## src/sv/fa_pkg.sv

```systemverilog
// shared constants and codes for the frame allocator
`default_nettype none

package fa_pkg;

  // fixed field widths
  localparam int unsigned ADDR_W      = 32;
  localparam int unsigned FRAME_NUM_W = 19;
  localparam int unsigned FIU_W       = 11;
  localparam int unsigned KIND_W      = 2;
  localparam int unsigned CFG_IDX_W   = 3;

  // map word geometry
  localparam int unsigned WORD_W     = 32;
  localparam int unsigned WORD_IDX_W = 5;

  // parameter defaults
  localparam int unsigned DEF_MAX_FRAMES = 1024;
  localparam int unsigned DEF_PAGE_SHIFT = 13;

  // frames managed after reset
  localparam logic [FIU_W-1:0] FIU_RESET = 11'd1024;

  // request kinds
  localparam logic [KIND_W-1:0] KIND_INIT    = 2'd0;
  localparam logic [KIND_W-1:0] KIND_ALLOC   = 2'd1;
  localparam logic [KIND_W-1:0] KIND_RELEASE = 2'd2;

  // register indexes
  localparam logic [CFG_IDX_W-1:0] REG_MEM_BASE     = 3'd0;
  localparam logic [CFG_IDX_W-1:0] REG_KERNEL_BREAK = 3'd1;
  localparam logic [CFG_IDX_W-1:0] REG_STACK_START  = 3'd2;
  localparam logic [CFG_IDX_W-1:0] REG_STACK_END    = 3'd3;
  localparam logic [CFG_IDX_W-1:0] REG_FRAMES       = 3'd4;

  // sequencer states
  typedef enum logic [7:0] {
    ST_CLEAR    = 8'b0000_0001,
    ST_IDLE     = 8'b0000_0010,
    ST_INIT     = 8'b0000_0100,
    ST_ALLOC    = 8'b0000_1000,
    ST_REL_CALC = 8'b0001_0000,
    ST_REL_RD   = 8'b0010_0000,
    ST_REL_WR   = 8'b0100_0000,
    ST_RESP     = 8'b1000_0000
  } state_e;

endpackage

`default_nettype wire

```

## src/sv/frame_allocator_first_free.sv

```systemverilog
// bitmap page frame allocator, lowest free frame first
//
// One free bit per physical page frame is kept in a single map ram of 32-bit
// words (ceil(MAX_FRAMES/32) words, registered read data). Frame i starts
// at byte address memory_base_address + i * 2^PAGE_SHIFT (modulo 2^32) and
// its frame number is that address shifted right by PAGE_SHIFT. One request
// is worked on at a time, and every request gives exactly one result.
// Initialize walks all frames one per cycle with a running address and three
// address compares, packing 32 frames into a word before writing it back.
// Allocate streams map words out of the ram one per cycle and stops at the
// first word with a free frame below the frame count. Release works out the
// frame index by subtracting the base frame number and then does one
// read-modify-write. The next request is taken while a result still waits
// in the result register. After reset a clearing pass writes zero to every
// map word with in_ready_o low; register writes are taken at any time and
// are meant to happen only while idle.
// A frame count above MAX_FRAMES is clipped; zero makes every allocate fail.
`default_nettype none

module frame_allocator_first_free
  import fa_pkg::*;
#(
  parameter int unsigned MAX_FRAMES = DEF_MAX_FRAMES,
  parameter int unsigned PAGE_SHIFT = DEF_PAGE_SHIFT
) (
  input  wire logic                   clk_i,
  input  wire logic                   rst_ni,
  // register write channel
  input  wire logic                   cfg_valid_i,
  output logic                        cfg_ready_o,
  input  wire logic [CFG_IDX_W-1:0]   cfg_index_i,
  input  wire logic [ADDR_W-1:0]      cfg_data_i,
  // request channel
  input  wire logic                   in_valid_i,
  output logic                        in_ready_o,
  input  wire logic [KIND_W-1:0]      kind_i,
  input  wire logic [FRAME_NUM_W-1:0] release_frame_i,
  // result channel
  output logic                        out_valid_o,
  input  wire logic                   out_ready_i,
  output logic                        status_o,
  output logic [FRAME_NUM_W-1:0]      frame_number_o
);

  // map geometry
  localparam int unsigned NWORDS = (MAX_FRAMES + WORD_W - 1) / WORD_W;
  localparam int unsigned AW     = (NWORDS > 1) ? $clog2(NWORDS) : 1;
  localparam int unsigned FW     = AW + WORD_IDX_W;   // frame index width
  localparam int unsigned CNT_W  = FW + 1;            // frame count width
  localparam logic [AW-1:0]         LAST_WORD  = AW'(NWORDS - 1);
  localparam logic [WORD_IDX_W-1:0] LAST_BIT   = WORD_IDX_W'(WORD_W - 1);
  localparam logic [ADDR_W-1:0]     PAGE_BYTES = ADDR_W'(1) << PAGE_SHIFT;
  // frame numbers live in the upper address bits only
  localparam logic [ADDR_W-1:0]     FN_MASK    = {ADDR_W{1'b1}} >> PAGE_SHIFT;

  // configuration registers
  logic [ADDR_W-1:0] mem_base_q, kbrk_q, stk_start_q, stk_end_q;
  logic [FIU_W-1:0]  fiu_q;

  // sequencer and counters
  state_e                state_q, state_d;
  logic [AW-1:0]         wptr_q, wptr_d;         // clear and init word pointer
  logic [WORD_IDX_W-1:0] bptr_q, bptr_d;         // init bit pointer
  logic [AW-1:0]         rptr_q, rptr_d;         // allocate read pointer
  logic                  rd_done_q, rd_done_d;
  logic                  chk_valid_q, chk_valid_d;
  logic [AW-1:0]         chk_ptr_q, chk_ptr_d;   // word now on the read data

  // working payload
  logic [WORD_W-1:0]      word_q, word_d;        // init word being packed
  logic [ADDR_W-1:0]      addr_q, addr_d;        // init frame start address
  logic [FRAME_NUM_W-1:0] rel_q, rel_d;
  logic [FW-1:0]          rel_idx_q, rel_idx_d;
  logic                   res_ok_q, res_ok_d;     // allocate found a frame
  logic                   res_status_q, res_status_d;
  logic [FW-1:0]          res_idx_q, res_idx_d;

  // result register
  logic                   out_valid_q, out_valid_d;
  logic                   out_status_q, out_status_d;
  logic [FRAME_NUM_W-1:0] out_frame_q, out_frame_d;

  // map ram port
  logic              mem_we, mem_re;
  logic [AW-1:0]     mem_waddr, mem_raddr;
  logic [WORD_W-1:0] mem_wdata, mem_rdata;

  // datapath helpers
  logic [ADDR_W-1:0]     cnt_full;
  logic [CNT_W-1:0]      n_cnt;
  logic [ADDR_W-1:0]     base_fn;
  logic                  in_acc, out_load;
  logic                  init_used, init_in_range, init_bit;
  logic [WORD_W-1:0]     init_word;
  logic [AW:0]           n_words;
  logic [WORD_W-1:0]     alloc_mask, alloc_hits;
  logic [WORD_IDX_W-1:0] alloc_pos;
  logic [ADDR_W-1:0]     rel_full, rel_off, res_fn;
  logic                  rel_hit;

  assign cfg_ready_o    = 1'b1;
  assign in_ready_o     = (state_q == ST_IDLE);
  assign in_acc         = in_valid_i && in_ready_o;
  assign out_valid_o    = out_valid_q;
  assign status_o       = out_status_q;
  assign frame_number_o = out_frame_q;

  // frames managed, clipped to the map size
  assign cnt_full = ({{(ADDR_W-FIU_W){1'b0}}, fiu_q} > ADDR_W'(MAX_FRAMES)) ?
                    ADDR_W'(MAX_FRAMES) : {{(ADDR_W-FIU_W){1'b0}}, fiu_q};
  assign n_cnt    = cnt_full[CNT_W-1:0];
  // frame number of frame 0; no carry reaches it from the page offset
  assign base_fn  = mem_base_q >> PAGE_SHIFT;

  // initialize: one frame per cycle against break and stack window
  assign init_used     = (addr_q < kbrk_q) ||
                         ((addr_q >= stk_start_q) && (addr_q < stk_end_q));
  assign init_in_range = ({1'b0, wptr_q, bptr_q} < n_cnt);
  assign init_bit      = init_in_range && !init_used;

  always_comb begin
    init_word          = word_q;
    init_word[bptr_q]  = init_bit;
  end

  // allocate: only frames below the count are candidates
  assign n_words = n_cnt[CNT_W-1:WORD_IDX_W];

  always_comb begin
    if (n_words > {1'b0, chk_ptr_q}) begin
      alloc_mask = '1;
    end else if (n_words == {1'b0, chk_ptr_q}) begin
      alloc_mask = (WORD_W'(1) << n_cnt[WORD_IDX_W-1:0]) - WORD_W'(1);
    end else begin
      alloc_mask = '0;
    end
  end

  assign alloc_hits = mem_rdata & alloc_mask;

  // lowest set bit
  always_comb begin
    alloc_pos = '0;
    for (int b = WORD_W - 1; b >= 0; b--) begin
      if (alloc_hits[b]) begin
        alloc_pos = WORD_IDX_W'(b);
      end
    end
  end

  // release: index = frame number minus base frame number, in frame-number width
  assign rel_full = {{(ADDR_W-FRAME_NUM_W){1'b0}}, rel_q};
  assign rel_off  = (rel_full - base_fn) & FN_MASK;
  assign rel_hit  = ((rel_full & ~FN_MASK) == '0) &&
                    (rel_off < {{(ADDR_W-CNT_W){1'b0}}, n_cnt});

  // allocated frame number, low bits only
  assign res_fn   = (base_fn + {{(ADDR_W-FW){1'b0}}, res_idx_q}) & FN_MASK;

  // the result register takes a new result when empty or being drained
  assign out_load = (state_q == ST_RESP) && (!out_valid_q || out_ready_i);

  always_comb begin
    state_d      = state_q;
    wptr_d       = wptr_q;
    bptr_d       = bptr_q;
    rptr_d       = rptr_q;
    rd_done_d    = rd_done_q;
    chk_valid_d  = 1'b0;
    chk_ptr_d    = rptr_q;
    word_d       = word_q;
    addr_d       = addr_q;
    rel_d        = rel_q;
    rel_idx_d    = rel_idx_q;
    res_ok_d     = res_ok_q;
    res_status_d = res_status_q;
    res_idx_d    = res_idx_q;
    mem_we       = 1'b0;
    mem_waddr    = wptr_q;
    mem_wdata    = '0;
    mem_re       = 1'b0;
    mem_raddr    = rptr_q;

    unique case (state_q)
      ST_CLEAR: begin
        mem_we    = 1'b1;
        mem_waddr = wptr_q;
        wptr_d    = wptr_q + AW'(1);
        if (wptr_q == LAST_WORD) begin
          wptr_d  = '0;
          state_d = ST_IDLE;
        end
      end
      ST_IDLE: begin
        if (in_acc) begin
          res_ok_d     = 1'b0;
          res_status_d = 1'b0;
          rel_d        = release_frame_i;
          unique case (kind_i)
            KIND_INIT: begin
              wptr_d  = '0;
              bptr_d  = '0;
              word_d  = '0;
              addr_d  = mem_base_q;
              state_d = ST_INIT;
            end
            KIND_ALLOC: begin
              rptr_d    = '0;
              rd_done_d = 1'b0;
              state_d   = ST_ALLOC;
            end
            KIND_RELEASE: begin
              state_d = ST_REL_CALC;
            end
            default: begin
              state_d = ST_RESP;
            end
          endcase
        end
      end
      ST_INIT: begin
        addr_d = addr_q + PAGE_BYTES;
        bptr_d = bptr_q + WORD_IDX_W'(1);
        word_d = init_word;
        if (bptr_q == LAST_BIT) begin
          mem_we    = 1'b1;
          mem_waddr = wptr_q;
          mem_wdata = init_word;
          word_d    = '0;
          wptr_d    = wptr_q + AW'(1);
          if (wptr_q == LAST_WORD) begin
            state_d = ST_RESP;
          end
        end
      end
      ST_ALLOC: begin
        // stream word reads, check the word read last cycle
        mem_re      = !rd_done_q;
        mem_raddr   = rptr_q;
        chk_valid_d = !rd_done_q;
        chk_ptr_d   = rptr_q;
        if (!rd_done_q) begin
          rptr_d = rptr_q + AW'(1);
          if (rptr_q == LAST_WORD) begin
            rd_done_d = 1'b1;
          end
        end
        if (chk_valid_q) begin
          if (alloc_hits != '0) begin
            mem_we    = 1'b1;
            mem_waddr = chk_ptr_q;
            mem_wdata = mem_rdata & ~(WORD_W'(1) << alloc_pos);
            res_ok_d  = 1'b1;
            res_idx_d = {chk_ptr_q, alloc_pos};
            state_d   = ST_RESP;
          end else if (chk_ptr_q == LAST_WORD) begin
            res_status_d = 1'b1;
            state_d      = ST_RESP;
          end
        end
      end
      ST_REL_CALC: begin
        rel_idx_d = rel_off[FW-1:0];
        state_d   = rel_hit ? ST_REL_RD : ST_RESP;
      end
      ST_REL_RD: begin
        mem_re    = 1'b1;
        mem_raddr = rel_idx_q[FW-1:WORD_IDX_W];
        state_d   = ST_REL_WR;
      end
      ST_REL_WR: begin
        mem_we    = 1'b1;
        mem_waddr = rel_idx_q[FW-1:WORD_IDX_W];
        mem_wdata = mem_rdata | (WORD_W'(1) << rel_idx_q[WORD_IDX_W-1:0]);
        state_d   = ST_RESP;
      end
      ST_RESP: begin
        if (out_load) begin
          state_d = ST_IDLE;
        end
      end
      default: begin
        state_d = ST_IDLE;
      end
    endcase
  end

  // result register
  always_comb begin
    out_valid_d  = out_valid_q && !out_ready_i;
    out_status_d = out_status_q;
    out_frame_d  = out_frame_q;
    if (out_load) begin
      out_valid_d  = 1'b1;
      out_status_d = res_status_q;
      out_frame_d  = res_ok_q ? res_fn[FRAME_NUM_W-1:0] : '0;
    end
  end

  // control state and registers
  always_ff @(posedge clk_i or negedge rst_ni) begin
    if (!rst_ni) begin
      state_q     <= ST_CLEAR;
      wptr_q      <= '0;
      bptr_q      <= '0;
      rptr_q      <= '0;
      rd_done_q   <= 1'b0;
      chk_valid_q <= 1'b0;
      out_valid_q <= 1'b0;
      mem_base_q  <= '0;
      kbrk_q      <= '0;
      stk_start_q <= '0;
      stk_end_q   <= '0;
      fiu_q       <= FIU_RESET;
    end else begin
      state_q     <= state_d;
      wptr_q      <= wptr_d;
      bptr_q      <= bptr_d;
      rptr_q      <= rptr_d;
      rd_done_q   <= rd_done_d;
      chk_valid_q <= chk_valid_d;
      out_valid_q <= out_valid_d;
      if (cfg_valid_i && cfg_ready_o) begin
        unique case (cfg_index_i)
          REG_MEM_BASE:     mem_base_q  <= cfg_data_i;
          REG_KERNEL_BREAK: kbrk_q      <= cfg_data_i;
          REG_STACK_START:  stk_start_q <= cfg_data_i;
          REG_STACK_END:    stk_end_q   <= cfg_data_i;
          REG_FRAMES:       fiu_q       <= cfg_data_i[FIU_W-1:0];
          default: begin
          end
        endcase
      end
    end
  end

  // payload registers
  always_ff @(posedge clk_i) begin
    chk_ptr_q    <= chk_ptr_d;
    word_q       <= word_d;
    addr_q       <= addr_d;
    rel_q        <= rel_d;
    rel_idx_q    <= rel_idx_d;
    res_ok_q     <= res_ok_d;
    res_status_q <= res_status_d;
    res_idx_q    <= res_idx_d;
    out_status_q <= out_status_d;
    out_frame_q  <= out_frame_d;
  end

  fa_ram #(
    .WIDTH (WORD_W),
    .DEPTH (NWORDS)
  ) u_map_ram (
    .clk_i   (clk_i),
    .we_i    (mem_we),
    .waddr_i (mem_waddr),
    .wdata_i (mem_wdata),
    .re_i    (mem_re),
    .raddr_i (mem_raddr),
    .rdata_o (mem_rdata)
  );

  // no map write while waiting for a request
  assert property (@(posedge clk_i) disable iff (!rst_ni)
    (state_q == ST_IDLE) |-> !mem_we)
    else $error("map written while idle");

  // the word under check was read from inside the map
  assert property (@(posedge clk_i) disable iff (!rst_ni)
    chk_valid_q |-> (chk_ptr_q <= LAST_WORD))
    else $error("allocate checked a word past the map");

  // an accepted request always leaves idle
  assert property (@(posedge clk_i) disable iff (!rst_ni)
    (in_valid_i && in_ready_o) |=> (state_q != ST_IDLE))
    else $error("request accepted without work");

  // a failed allocate reports frame zero
  assert property (@(posedge clk_i) disable iff (!rst_ni)
    (out_valid_o && status_o) |-> (frame_number_o == '0))
    else $error("failed allocate with nonzero frame");

  // a result waits while the result register is blocked
  assert property (@(posedge clk_i) disable iff (!rst_ni)
    ((state_q == ST_RESP) && out_valid_q && !out_ready_i) |=> (state_q == ST_RESP))
    else $error("result dropped while output stalled");

endmodule

`default_nettype wire

```

## src/sv/fa_ram.sv

```systemverilog
// generic single-write single-read ram with registered read data
`default_nettype none

module fa_ram #(
  parameter int unsigned WIDTH = 32,
  parameter int unsigned DEPTH = 32,
  localparam int unsigned AW = (DEPTH > 1) ? $clog2(DEPTH) : 1
) (
  input  wire logic             clk_i,
  input  wire logic             we_i,
  input  wire logic [AW-1:0]    waddr_i,
  input  wire logic [WIDTH-1:0] wdata_i,
  input  wire logic             re_i,
  input  wire logic [AW-1:0]    raddr_i,
  output logic      [WIDTH-1:0] rdata_o
);

  logic [WIDTH-1:0] mem_q [DEPTH];

  always_ff @(posedge clk_i) begin
    if (we_i) begin
      mem_q[waddr_i] <= wdata_i;
    end
    if (re_i) begin
      rdata_o <= mem_q[raddr_i];
    end
  end

endmodule

`default_nettype wire

```

## config.mk

```make
export PLATFORM = sky130hd
export DESIGN_NAME = frame_allocator_first_free
export DESIGN_NICKNAME = d
export VERILOG_FILES = /design/src/sv/fa_pkg.sv /design/src/sv/frame_allocator_first_free.sv /design/src/sv/fa_ram.sv
export SDC_FILE = /design/constraint.sdc
export NUM_CORES = 2
export LEC_CHECK = 0
export BUFFER_PORTS_ARGS = -buffer_cell sky130_fd_sc_hd__buf_2
export CORE_MARGIN = 3
export CORE_UTILIZATION = 30
export CTS_BUF_LIST = sky130_fd_sc_hd__clkbuf_2
export DETAILED_ROUTE_END_ITERATION = 16
export GPL_ROUTABILITY_DRIVEN = 1
export PLACE_DENSITY = 0.46
export REMOVE_ABC_BUFFERS = 1
export SLEW_MARGIN = 5
export SYNTH_ARGS = -nofsm -noshare
export SYNTH_HDL_FRONTEND = slang
export SYNTH_SLANG_ARGS = --single-unit
```

## constraint.sdc

```tcl
create_clock -name clk_i -period 7.8 [get_ports clk_i]
set_input_delay 1.56 -clock clk_i [delete_from_list [all_inputs] [get_ports clk_i]]
set_output_delay 1.56 -clock clk_i [all_outputs]
set_load 0.1 [all_outputs]
```

==> flow_summary.yaml <==
status:
  status: "finished, final reports clean"
setup_path:
  cp.required_ps: 9050
  crit_fanout: 22
  critPathCaptureType: "register"
  rrSetupSlack_ps: 1270
  start_kind: "register"
  crit_arrival_ps: 7780
  crit_type: "register to register"
  rr_worst_depth: 17
floorplan:
  core_area_sq_um: 198000
  start_util: 0.304
  die_h_um: 454
  die_area_sq_um: 206000
  top_level_ports: 84
  die_w_um: 454
  rows: 163
placed_design:
  place_congestion: 0.865
  hpwl_um: 116000
  portBuffers: 82
  dp.cells: 7313
  dpl-instance-area_sq_um: 64800
sta:
  min_period_ps: 6530
  tightest_slew_ps: 1420
  setup_viol: 0
  holdWs_ps: 276
  fmax_ghz: 0.153
  slew_headroom: 0.0398
  skew_ps: 246
  slew_violations: 0
  finalCritPeriodShare: 0.837
  rsz0062_at_grt: "false"
  hold_violations: 0
cts:
  post_cts_buffers: 0
  cts_root_buffer: "clkbuf_2"
  clkSlewWorstSetupHoldPaths_ps: 110
  cts.sinks: 1351
  cts_tree: "built"
  cts_made_buffers: 372
  clockBufferDepth: 4
  htreeDepth: 5
  clk_latency_ps: 1770
cells_and_area:
  utilization: 0.344
  post-route-cell-area_sq_um: 68300
  drive_gt1_frac: 0.172
  n_fill_cell: 19800
  area_growth_pct: 13.4
  fin_nets: 5308
  ff_latch_area_sq_um: 39700
  fin_cells: 7966
  multi_input_area_sq_um: 19400
grt:
  grt_pass1_vias: 41000
  grt_util_all_layers: 0.181
  grt_pass1_wl_um: 280000
  overflow: 0
  grt_max_degree: 173
  grt_antenna_before_repair: 6
yosys:
  syn-cell-area_sq_um: 60200
  synth_warnings: 0
  yosys.area_share.simple: 0.111
  synth-compound-area-share: 0.143
  synth_top_family_by_area: "compound AO/OA/AOI/OAI gates"
  yosysTopAreaCell: "edfxtp_1"
  syn_inst: 4768
  synth_fa_ha_area_frac: 0.0333
  synthFlopType: "edfxtp_1"
  synth_xor_area_frac: 0.00625
  synth_area_leaders: "edfxtp_1 (59%), dfrtp_1 (6.8%), nand2_1 (4.7%)"
  synth-seq-area-share: 0.659
  synth.distinct_cells: 85
  avgSynthCellArea_sq_um: 12.6
  synthMuxAreaShare: 0.0174
  synth-seq-cells: 1351
  synth_top_cell_area_share: 0.589
  async_flop_share: 0.122
  synth-edff-count: 1181
detailed_routing:
  drt_iter0_drc: 3270
  via_per_inst: 5.15
  antenna_left: 0
  postRouteWirelength_um: 190000
  route.detailed.drc: 0
  vias: 41000
  wl_per_cell_um: 23.8
  dr.pass1.iters: 6
power_and_ir_drop:
  ir_drop_mv: 0.393
  p_per_area_nw_per_um2: 261
  power_leakage_uw: 0.0259
hold_path:
  hold_class: "primary input to register"
  min_delay_path_depth: 3
job:
  drv_cap: 0
[report_power, final]
part	total [uW]	leakage, uW	switching [uW]	internal (uW)
Sequential	8480	0.0153	332	8140
Combinational	4510	0.00826	3220	1290
Clock	4860	0.00239	2960	1910
[timing repair]
item                      CTS  global route
hold buffers               41             0
gates resized for setup     0             0
hold endpoints to repair  105             0
[layout by cell type (no fill, tap or decap), drive strengths merged, types with 41 or more instances in the layout]
cell type / count
o311ai: 57
clkinv: 56
o31ai: 46
a311oi: 161
and2: 290
dfrtp: 163
ha: 157
a211oi: 344
mux2: 61
clkbuf: 539
nand3: 42
edfxtp: 1181
nand2: 756
o21ai: 178
inv: 163
nor2: 142
a21oi: 131
a31oi: 115
buf: 214
dlygate4sd3: 41
[final cells by class]
cell class,count,share of cell area
Sequential cell,1351,0.581
Timing Repair Buffer,255,0.0325
Antenna cell,12,0.000440
Clock inverter,61,0.00469
Multi-Input combinational cell,2947,0.285
Tap cell,2640,0.0484
Inverter,161,0.00885
Clock buffer,539,0.0395
[worst paths after layout]
check | from | endpoint
min in group asynchronous | rst_ni | stk_end_q[11]
setup / recovery | fiu_q[10] | u_map_ram.mem_q[7][28]
hold reg to reg | stk_end_q[0] | stk_end_q[0]
setup reg to reg | fiu_q[10] | u_map_ram.mem_q[7][28]
max in group asynchronous | rst_ni | stk_start_q[28]
hold / removal | cfg_data_i[27] | kbrk_q[27]
[stage by stage]
stage	worst slack (ps)	TNS [ps]	total power (uW)
4_1_cts	1290	0	18100
5_1_grt	934	0	18900
2_1_floorplan	-14530	-464970	11700
3_3_place_gp	1300	0	13200
3_5_place_dp	1280	0	13100
6_report	1270	0	17800
[critical path: stages, from the launching register on]
cell and delay [ps]:
dfstp_2 550, inv_1 240, nand2_1 220, inv_1 70, ha_1 300, and3b_1 620
nand2_1 110, buf_4 250, or4_1 560, nand3_1 180, a41oi_1 290, o41a_2 600
nor2_2 270, a21oi_1 180, or2_1 490, buf_4 270, nor2_4 420, buf_4 520
[cell usage after synthesis, types with 23 or more instances]
| master | count |
|---|---|
| a211oi_1 | 344 |
| a21o_1 | 29 |
| a21oi_1 | 131 |
| a311oi_1 | 161 |
| a31oi_1 | 115 |
| and2_1 | 277 |
| clkbuf_1 | 279 |
| dfrtp_1 | 163 |
| edfxtp_1 | 1181 |
| ha_1 | 157 |
| inv_1 | 160 |
| mux2_2 | 61 |
| mux2i_1 | 36 |
| nand2_1 | 756 |
| nand2b_1 | 31 |
| nand3_1 | 42 |
| nand4_1 | 25 |
| nor2_1 | 141 |
| nor2b_1 | 23 |
| nor3_1 | 32 |
| o211ai_1 | 24 |
| o21ai_0 | 178 |
| o221ai_1 | 31 |
| o311ai_0 | 57 |
| o31ai_1 | 45 |
| xor2_1 | 23 |
[kinds of logic (layout without fill, tap and decap cells)]
logic type / Yosys count / count (layout)
mux: 97 / 97
simple gates: 1430 / 1430
buf+inv: 470 / 1016
xor+xnor: 43 / 43
fa+ha+maj: 159 / 159
other cells: 1 / 13
compound gates: 1217 / 1217
flops: 1351 / 1351
[sequential cells by signal, indices dropped and copies added (netlist names), 5 cells and up]
register           flops
kbrk_q                32
u_map_ram.mem_q     1024
addr_q                32
u_map_ram.rdata_o     32
bptr_q                 5
res_idx_q             10
chk_ptr_q              5
frame_number_o        19
word_q                32
fiu_q                 11
mem_base_q            32
wptr_q                 5
stk_end_q             32
state_q                8
chk_ptr_d              5
stk_start_q           32
rel_idx_q             10
rel_q                 19
[routing by layer]
| metal | track usage | wire [um] |
|---|---|---|
| met1 | 0.249 | 86100 |
| met2 | 0.292 | 89200 |
| met5 | 0 | 0 |
| met3 | 0.0320 | 10100 |
| met4 | 0.0524 | 4370 |
No activity file was read; power rests on OpenSTA's default activity.
